## src/hdl/gbmas_pkg.sv

```systemverilog
// Shared types and constants for the GBM antithetic path stepper.
// Holds controller states, datapath opcodes, command/status structs and the reciprocal table.
// No dependencies.
package gbmas_pkg;

  localparam int CFG_IDX_W  = 3;
  localparam int QUOT_W     = 9;
  localparam int SQRT_STEPS = 32;
  localparam int EXP_TERMS  = 12;

  localparam logic [27:0] LN2_Q28   = 28'd186065280;
  localparam logic [28:0] ONE_Q28   = 29'h1000_0000;
  // floor(2^40 / LN2_Q28)
  localparam logic [12:0] LN2_RECIP = 13'd5909;

  localparam logic [CFG_IDX_W-1:0] REG_INITIAL_PRICE  = 3'd0;
  localparam logic [CFG_IDX_W-1:0] REG_RISK_FREE_RATE = 3'd1;
  localparam logic [CFG_IDX_W-1:0] REG_DIVIDEND_YIELD = 3'd2;
  localparam logic [CFG_IDX_W-1:0] REG_VOLATILITY     = 3'd3;
  localparam logic [CFG_IDX_W-1:0] REG_STEP_DT        = 3'd4;
  localparam logic [CFG_IDX_W-1:0] REG_STEPS_PER_PATH = 3'd5;
  localparam logic [CFG_IDX_W-1:0] REG_ANTITHETIC_ON  = 3'd6;

  typedef enum logic [4:0] {
    S_IDLE, S_VSQ, S_DA, S_DM, S_DRIFT, S_SQRT, S_DIFF, S_SHOCK, S_X,
    S_DIV, S_QREM, S_QFIX, S_RED, S_TMUL, S_TREC, S_TCORR, S_LVL, S_SCALE, S_FIN
  } state_t;

  typedef enum logic [2:0] {
    T_NOP, T_VSQ, T_DA, T_DM, T_DRIFT, T_SQRT, T_DIFF, T_SHOCK
  } t_op_t;

  typedef enum logic [3:0] {
    L_NOP, L_LOAD, L_X, L_DIV, L_QREM, L_QFIX, L_RED, L_TMUL, L_TREC, L_TCORR, L_LVL,
    L_SCALE
  } l_op_t;

  typedef struct packed {
    logic        ready;
    t_op_t       t_op;
    l_op_t       l_op;
    logic [3:0]  k;
    logic        load_out;
    logic [15:0] out_idx;
    logic        out_done;
  } cmd_t;

  typedef struct packed {
    logic in_fire;
    logic out_busy;
  } stat_t;

  // floor(2^32 / k) for the Taylor term divisors
  function automatic logic [32:0] recip(input logic [3:0] k);
    logic [32:0] v;
    case (k)
      4'd1:    v = 33'h1_0000_0000;
      4'd2:    v = 33'd2147483648;
      4'd3:    v = 33'd1431655765;
      4'd4:    v = 33'd1073741824;
      4'd5:    v = 33'd858993459;
      4'd6:    v = 33'd715827882;
      4'd7:    v = 33'd613566756;
      4'd8:    v = 33'd536870912;
      4'd9:    v = 33'd477218588;
      4'd10:   v = 33'd429496729;
      4'd11:   v = 33'd390451572;
      4'd12:   v = 33'd357913941;
      default: v = 33'd0;
    endcase
    return v;
  endfunction

endpackage

```

## src/hdl/gbmas_ctrl.sv

```systemverilog
// Sequencer for the path stepper: issues term, lane and output commands, keeps the step count.
// Uses gbmas_pkg.
module gbmas_ctrl #(
  parameter int STEP_WIDTH = 16
) (
  input  logic               clk,
  input  logic               rst,
  input  gbmas_pkg::stat_t   st,
  input  logic [15:0]        steps_per_path,
  output gbmas_pkg::cmd_t    cmd
);

  localparam int CW = (STEP_WIDTH > 16) ? STEP_WIDTH : 16;

  gbmas_pkg::state_t     state, state_next;
  logic [4:0]            cnt, cnt_next;
  logic [STEP_WIDTH-1:0] step_count, step_count_next;

  logic [STEP_WIDTH-1:0] idx;
  logic [15:0]           spp_eff;
  logic                  done;

  assign idx     = step_count + 1'b1;
  assign spp_eff = (steps_per_path == 16'd0) ? 16'd1 : steps_per_path;
  assign done    = (CW'(idx) >= CW'(spp_eff)) || (idx == '1);

  always_ff @(posedge clk) begin
    if (rst) begin
      state      <= gbmas_pkg::S_IDLE;
      cnt        <= '0;
      step_count <= '0;
    end else begin
      state      <= state_next;
      cnt        <= cnt_next;
      step_count <= step_count_next;
    end
  end

  always_comb begin
    state_next      = state;
    cnt_next        = cnt;
    step_count_next = step_count;
    cmd             = '0;
    cmd.t_op        = gbmas_pkg::T_NOP;
    cmd.l_op        = gbmas_pkg::L_NOP;
    cmd.k           = cnt[3:0];
    cmd.out_idx     = 16'(CW'(idx));
    cmd.out_done    = done;
    case (state)
      gbmas_pkg::S_IDLE: begin
        cmd.ready = 1'b1;
        if (st.in_fire) begin
          state_next = (step_count == '0) ? gbmas_pkg::S_VSQ : gbmas_pkg::S_SHOCK;
        end
      end
      gbmas_pkg::S_VSQ: begin
        cmd.t_op   = gbmas_pkg::T_VSQ;
        cmd.l_op   = gbmas_pkg::L_LOAD;
        state_next = gbmas_pkg::S_DA;
      end
      gbmas_pkg::S_DA: begin
        cmd.t_op   = gbmas_pkg::T_DA;
        state_next = gbmas_pkg::S_DM;
      end
      gbmas_pkg::S_DM: begin
        cmd.t_op   = gbmas_pkg::T_DM;
        state_next = gbmas_pkg::S_DRIFT;
      end
      gbmas_pkg::S_DRIFT: begin
        cmd.t_op   = gbmas_pkg::T_DRIFT;
        cnt_next   = '0;
        state_next = gbmas_pkg::S_SQRT;
      end
      gbmas_pkg::S_SQRT: begin
        cmd.t_op = gbmas_pkg::T_SQRT;
        cnt_next = cnt + 5'd1;
        if (cnt == 5'(gbmas_pkg::SQRT_STEPS - 1)) state_next = gbmas_pkg::S_DIFF;
      end
      gbmas_pkg::S_DIFF: begin
        cmd.t_op   = gbmas_pkg::T_DIFF;
        state_next = gbmas_pkg::S_SHOCK;
      end
      gbmas_pkg::S_SHOCK: begin
        cmd.t_op   = gbmas_pkg::T_SHOCK;
        state_next = gbmas_pkg::S_X;
      end
      gbmas_pkg::S_X: begin
        cmd.l_op   = gbmas_pkg::L_X;
        cnt_next   = '0;
        state_next = gbmas_pkg::S_DIV;
      end
      gbmas_pkg::S_DIV: begin
        cmd.l_op   = gbmas_pkg::L_DIV;
        state_next = gbmas_pkg::S_QREM;
      end
      gbmas_pkg::S_QREM: begin
        cmd.l_op   = gbmas_pkg::L_QREM;
        state_next = gbmas_pkg::S_QFIX;
      end
      gbmas_pkg::S_QFIX: begin
        cmd.l_op   = gbmas_pkg::L_QFIX;
        state_next = gbmas_pkg::S_RED;
      end
      gbmas_pkg::S_RED: begin
        cmd.l_op   = gbmas_pkg::L_RED;
        cnt_next   = 5'd1;
        state_next = gbmas_pkg::S_TMUL;
      end
      gbmas_pkg::S_TMUL: begin
        cmd.l_op   = gbmas_pkg::L_TMUL;
        state_next = gbmas_pkg::S_TREC;
      end
      gbmas_pkg::S_TREC: begin
        cmd.l_op   = gbmas_pkg::L_TREC;
        state_next = gbmas_pkg::S_TCORR;
      end
      gbmas_pkg::S_TCORR: begin
        cmd.l_op = gbmas_pkg::L_TCORR;
        if (cnt == 5'(gbmas_pkg::EXP_TERMS)) begin
          state_next = gbmas_pkg::S_LVL;
        end else begin
          cnt_next   = cnt + 5'd1;
          state_next = gbmas_pkg::S_TMUL;
        end
      end
      gbmas_pkg::S_LVL: begin
        cmd.l_op   = gbmas_pkg::L_LVL;
        state_next = gbmas_pkg::S_SCALE;
      end
      gbmas_pkg::S_SCALE: begin
        cmd.l_op   = gbmas_pkg::L_SCALE;
        state_next = gbmas_pkg::S_FIN;
      end
      gbmas_pkg::S_FIN: begin
        // hold the result until the output register frees up
        if (!st.out_busy) begin
          cmd.load_out    = 1'b1;
          step_count_next = done ? '0 : idx;
          state_next      = gbmas_pkg::S_IDLE;
        end
      end
      default: state_next = gbmas_pkg::S_IDLE;
    endcase
  end

  a_no_load_when_busy: assert property (@(posedge clk) disable iff (rst)
    cmd.load_out |-> !st.out_busy) else $error("output overwritten while stalled");

  a_done_clears_count: assert property (@(posedge clk) disable iff (rst)
    (cmd.load_out && done) |=> step_count == '0) else $error("path end did not clear count");

  a_terms_at_start: assert property (@(posedge clk) disable iff (rst)
    (state == gbmas_pkg::S_VSQ) |-> step_count == '0) else $error("terms recomputed mid path");

  a_term_range: assert property (@(posedge clk) disable iff (rst)
    (state == gbmas_pkg::S_TCORR) |-> (cnt >= 5'd1 && cnt <= 5'(gbmas_pkg::EXP_TERMS)))
    else $error("Taylor index out of range");

endmodule

```

## config.mk

```make
export PLATFORM = sky130hd
export DESIGN_NAME = gbmas_ctrl
export DESIGN_NICKNAME = d
export VERILOG_FILES = /design/src/hdl/gbmas_pkg.sv /design/src/hdl/gbmas_ctrl.sv
export SDC_FILE = /design/constraint.sdc
export NUM_CORES = 1
export LEC_CHECK = 0
export BUFFER_PORTS_ARGS = -buffer_cell sky130_fd_sc_hd__clkbuf_2
export CAP_MARGIN = 20
export CORE_MARGIN = 1.5
export CORE_UTILIZATION = 45
export CTS_CLUSTER_DIAMETER = 30
export CTS_CLUSTER_SIZE = 40
export DETAILED_ROUTE_END_ITERATION = 12
export PLACE_DENSITY = 0.75
export SETUP_SLACK_MARGIN = 0.4
export SLEW_MARGIN = 20
export SYNTH_ARGS = -nofsm -noshare
export SYNTH_HDL_FRONTEND = slang
export SYNTH_SLANG_ARGS = --single-unit
```

## constraint.sdc

```tcl
create_clock -name clk -period 4.1 [get_ports clk]
set_clock_uncertainty 0.1 [all_clocks]
set_input_delay 0 -clock clk [delete_from_list [all_inputs] [get_ports clk]]
set_output_delay 0 -clock clk [all_outputs]
set_load 0.1 [all_outputs]
```

==> Word level (Yosys, flattened, before mapping) <==
Cells that the tools add are included.
{ "totals": {"regBits": 26, "inputBits": 20, "out_inout_bits": 30, "elab_cells": 56} }
{ "classes": {"add_sub_neg": 2, "order_cmp": 1, "n_eq_ne": 25, "n_mux": 15, "bitwise": 1, "reduce_logical": 9} }
{ "op_table": {"columns": ["cell", "n"], "rows": [
  ["5-bit one-hot mux with 19 select lines", 1],
  ["5-bit by 4-bit equality test with 1-bit output, second input constant", 9],
  ["4-bit one-hot mux with 11 select lines", 1],
  ["16-bit logical NOT", 2],
  ["16-bit two-way mux", 2],
  ["5-bit two-way mux", 5],
  ["3-bit one-hot mux with 7 select lines", 1],
  ["5-bit by 3-bit equality test with 1-bit output, second input constant", 4],
  ["5-bit equality test, second input constant", 4],
  ["5-bit one-hot mux with 4 select lines", 1],
  ["16-bit by 1-bit adder with 16-bit output, second input constant", 1],
  ["16-bit equality test, second input constant", 1],
  ["16-bit >= comparator", 1],
  ["5-bit by 2-bit equality test with 1-bit output, second input constant", 2],
  ["2-bit inequality test, second input constant", 4],
  ["5-bit by 1-bit adder with 5-bit output, second input constant", 1],
  ["5-bit by 1-bit equality test with 1-bit output, second input constant", 1],
  ["5-bit logical NOT", 1],
  ["2-bit AND reduction", 2],
  ["4-bit nonzero test", 1],
  ["1-bit two-way mux", 3],
  ["3-bit two-way mux", 1],
  ["3-bit AND reduction", 1],
  ["2-bit OR reduction", 1],
  ["other kinds (2)", 2]
]} }

==> Logic depth before layout (Yosys ltp) <==
{ "depth": {"ltp_word": 5, "depth_mapped": 13, "ltp_nobuf": 12} }

==> Worst setup path before layout <==
Ideal clock, no wire load.
{ "synth_path": {"path_type": "register to register", "start": "register step_count[1]", "end": "register step_count[10]", "setup_ns": 0.087, "arrival_ns": 4.927, "required_time_ns": 3.913, "slack_ns": -1.014, "stages_incl_launch_ff": 13, "path_buffers": 1, "synth_period_minus_slack_ns": 5.114, "cell_sequence": "dfxtp_1 ha_1 buf_4 nand3_1 or3_2 xnor2_1 ha_1 and4_1 a211oi_1 nand3_1 o311ai_1 nand2_1 o31ai_1"} }
{ "synth_lines": {"columns": ["element", "line", "rtl"], "rows": [
  ["start: declaration", "gbmas_ctrl.sv:17", "logic [STEP_WIDTH-1:0] step_count, step_count_next;"],
  ["start signal: assignment", "gbmas_ctrl.sv:35", "step_count <= step_count_next;"]
]} }

==> impl_metrics.ini <==
[drt]
via_per_inst = 5.99
drtIter0Drc = 211
wl_per_cell_microns = 15.9
firstDrtPassIters = 4
vias = 2502
wl_mm = 6.64
drc = 0
antenna_left = 0

[grt]
grt_overflow = 0
track_usage = 0.239
grt_pass1_vias = 2368
grt_max_degree = 20
antenna_found_initial = 0
grt_pass1_wl_mm = 11.6

[layout]
regArea_sq_um = 537
drive_gt1_frac = 0.276
areaGrowthSynthToFinish_pct = 22.9
fin_cells = 418
fillers = 485
antenna_cells = 0
multiInputGateArea_sq_um = 1910
fin_nets = 391

[sta]
hold_viol_final = 0
setup-tns-final_ps = 0
worstMarginPinSlew_ps = 895
slew_viol_final = 0
setup_viol = 0
min_period_ps = 3540
fin_crit_sh = 0.864
rsz0062_at_grt = no
max_freq_ghz = 0.282
relSlewSlack = 0.396

[cts]
ctsLongestPathBuffers = 2
cts_buffers = 3
postCtsSetupBuffers = 0
h-tree-depth = 1
cts-root-buf = clkbuf_8
cts_tree = built
clock_latency_ps = 290
clock-sinks = 26
path_clk_slew_ps = 100

[placed_design]
hpwl_mm = 4.94
portBuffers = 49
gp_routability_congestion = 0.904
placed_cells = 411

[power]
leakage_nw = 1.41
power_density_nw_per_um2 = 367
ir_worst_vdd_v = 0.000493

[critical_path]
crit_type = flop to output pin
crit_path_end_kind = output pin
crit_fanout = 11
critPathLaunchType = flop
setup.worst_path.start = step_count[0]$_SDFFE_PP0P_
crit_required_ps = 4000
cp.arrival_ps = 3440
r2r_start = step_count[0]$_SDFFE_PP0P_

[synthesis]
synth_top_area_frac = 0.215
syn_inst = 316
synth-seq-cells = 26
yosys.area.top_type = dfxtp_1
ys_seq_area_frac = 0.215
syn_avg_cell_area_sq_um = 7.67
syn-num-nets = 358
ys_top_cells_by_count = dfxtp_1, nand2_1, inv_1, ha_1, nor2_1
ys.flop_type = dfxtp_1
netlist_area_sq_um = 2420
yosysUniqueCellTypes = 61
synth-async-reset-ratio = 0
synth_edf_count = 0
synth_warnings = 0
synthTopCellsByArea = dfxtp_1, ha_1, a41o_1, nand2_1, inv_1

[flow_run]
cap_viol_max_count = 0

[outcome]
status = complete, no violations

[floorplanning]
die_w_microns = 76.4
die_h_microns = 76.4
initial_core_util = 0.472
num_rows = 26
die_area_sq_um = 5840
pin_count = 50
core_sq_um = 5140

[min_path]
hp-class = primary input to flop
hp-start = rst
per-stage QoR:
step	hold WS (ps)	setup slack [ps]	utilization	cell area (sq um)	total power [W]
4_1_cts	10.8	476	0.576	2960	0.00109
5_1_grt	44.0	422	0.580	2980	0.00116
3_3_place_gp	197	565	0.555	2850	0.000861
3_5_place_dp	207	534	0.555	2850	0.000861
2_1_floorplan	71.1	439	-	2660	0.000781
6_report	22.5	558	0.580	2980	0.00109
cell families (layout without fill, tap and decap cells):
kind of cell               Yosys count  after routing  synth area share
DFF                                 26             26             0.215
and+or+nand+nor                    131            131             0.295
AOI/OAI and AO/OA                   69             69             0.217
xor gates and xnor gates            17             17            0.0614
buffers and inverters               50             82            0.0949
adders and majority gates           22             22             0.114
muxes                                1              1           0.00413
final timing paths:
| path | endpoint | slack [ps] | cells after the start |
|---|---|---|---|
| max reg2reg | step_count[14]$_SDFFE_PP0P_ | 600 | 11 |
| min | state[0]$_SDFFE_PP0P_ | 20 | 2 |
| max | cmd[0] | 560 | 11 |
| min reg2reg | cnt[4]$_SDFFE_PP0P_ | 450 | 2 |
placed cells by master, fill, tap and decap left out, types with 4 or more instances in the layout:
| cell | instances |
|---|---|
| nor3_1 | 14 |
| nand2b_1 | 4 |
| nand2_1 | 26 |
| a21oi_1 | 14 |
| nor4_1 | 5 |
| nand4_1 | 6 |
| clkbuf_2 | 48 |
| or2_2 | 4 |
| nand3_1 | 8 |
| o211ai_1 | 7 |
| xnor2_2 | 5 |
| a41o_1 | 12 |
| and2_1 | 7 |
| and3_1 | 11 |
| nor2_1 | 21 |
| ha_1 | 19 |
| o31ai_1 | 4 |
| inv_1 | 25 |
| dfxtp_1 | 17 |
| dfxtp_2 | 7 |
flip-flops by register name (all words and copies together) (netlist names):
register	cells
cnt	5
step_count	16
state	5
layout make-up:
| type | instances | share of cell area |
|---|---|---|
| Clock buffer | 3 | 0.0139 |
| Multi-Input combinational cell | 240 | 0.640 |
| Tap cell | 70 | 0.0294 |
| Inverter | 26 | 0.0328 |
| Clock inverter | 1 | 0.0101 |
| Sequential cell | 26 | 0.180 |
| Timing Repair Buffer | 52 | 0.0932 |
report_power, final:
part | internal [W] | switching [W]
Sequential | 0.000274 | 0.0000739
Combinational | 0.000140 | 0.000382
Clock | 0.000131 | 0.0000937
layer usage:
layer / track usage / vias to the layer above / routed length [microns]
met5: 0 / - / 0
met4: 0.0667 / 0 / 128
met3: 0.0527 / 13 / 304
met2: 0.397 / 87 / 3150
met1: 0.309 / 1183 / 3050
li1: - / 1219 / -
critical path: stages (launching register included):
cell	delay (ps)
dfxtp_4	440
ha_4	230
nand3_4	150
or3_4	460
xnor2_4	220
ha_4	220
and4_1	160
a211oi_1	230
nand3_1	180
o31a_1	350
or2b_1	240
clkbuf_4	280
repair_timing:
| item | 4_1_cts | 5_1_grt |
|---|---|---|
| endpoints found under the setup margin | 1 | 17 |
| resized for setup | 2 | 9 |
| hold endpoints to repair | 3 | 0 |
| hold buffers | 3 | 0 |
(Power assumes the default switching activity.)
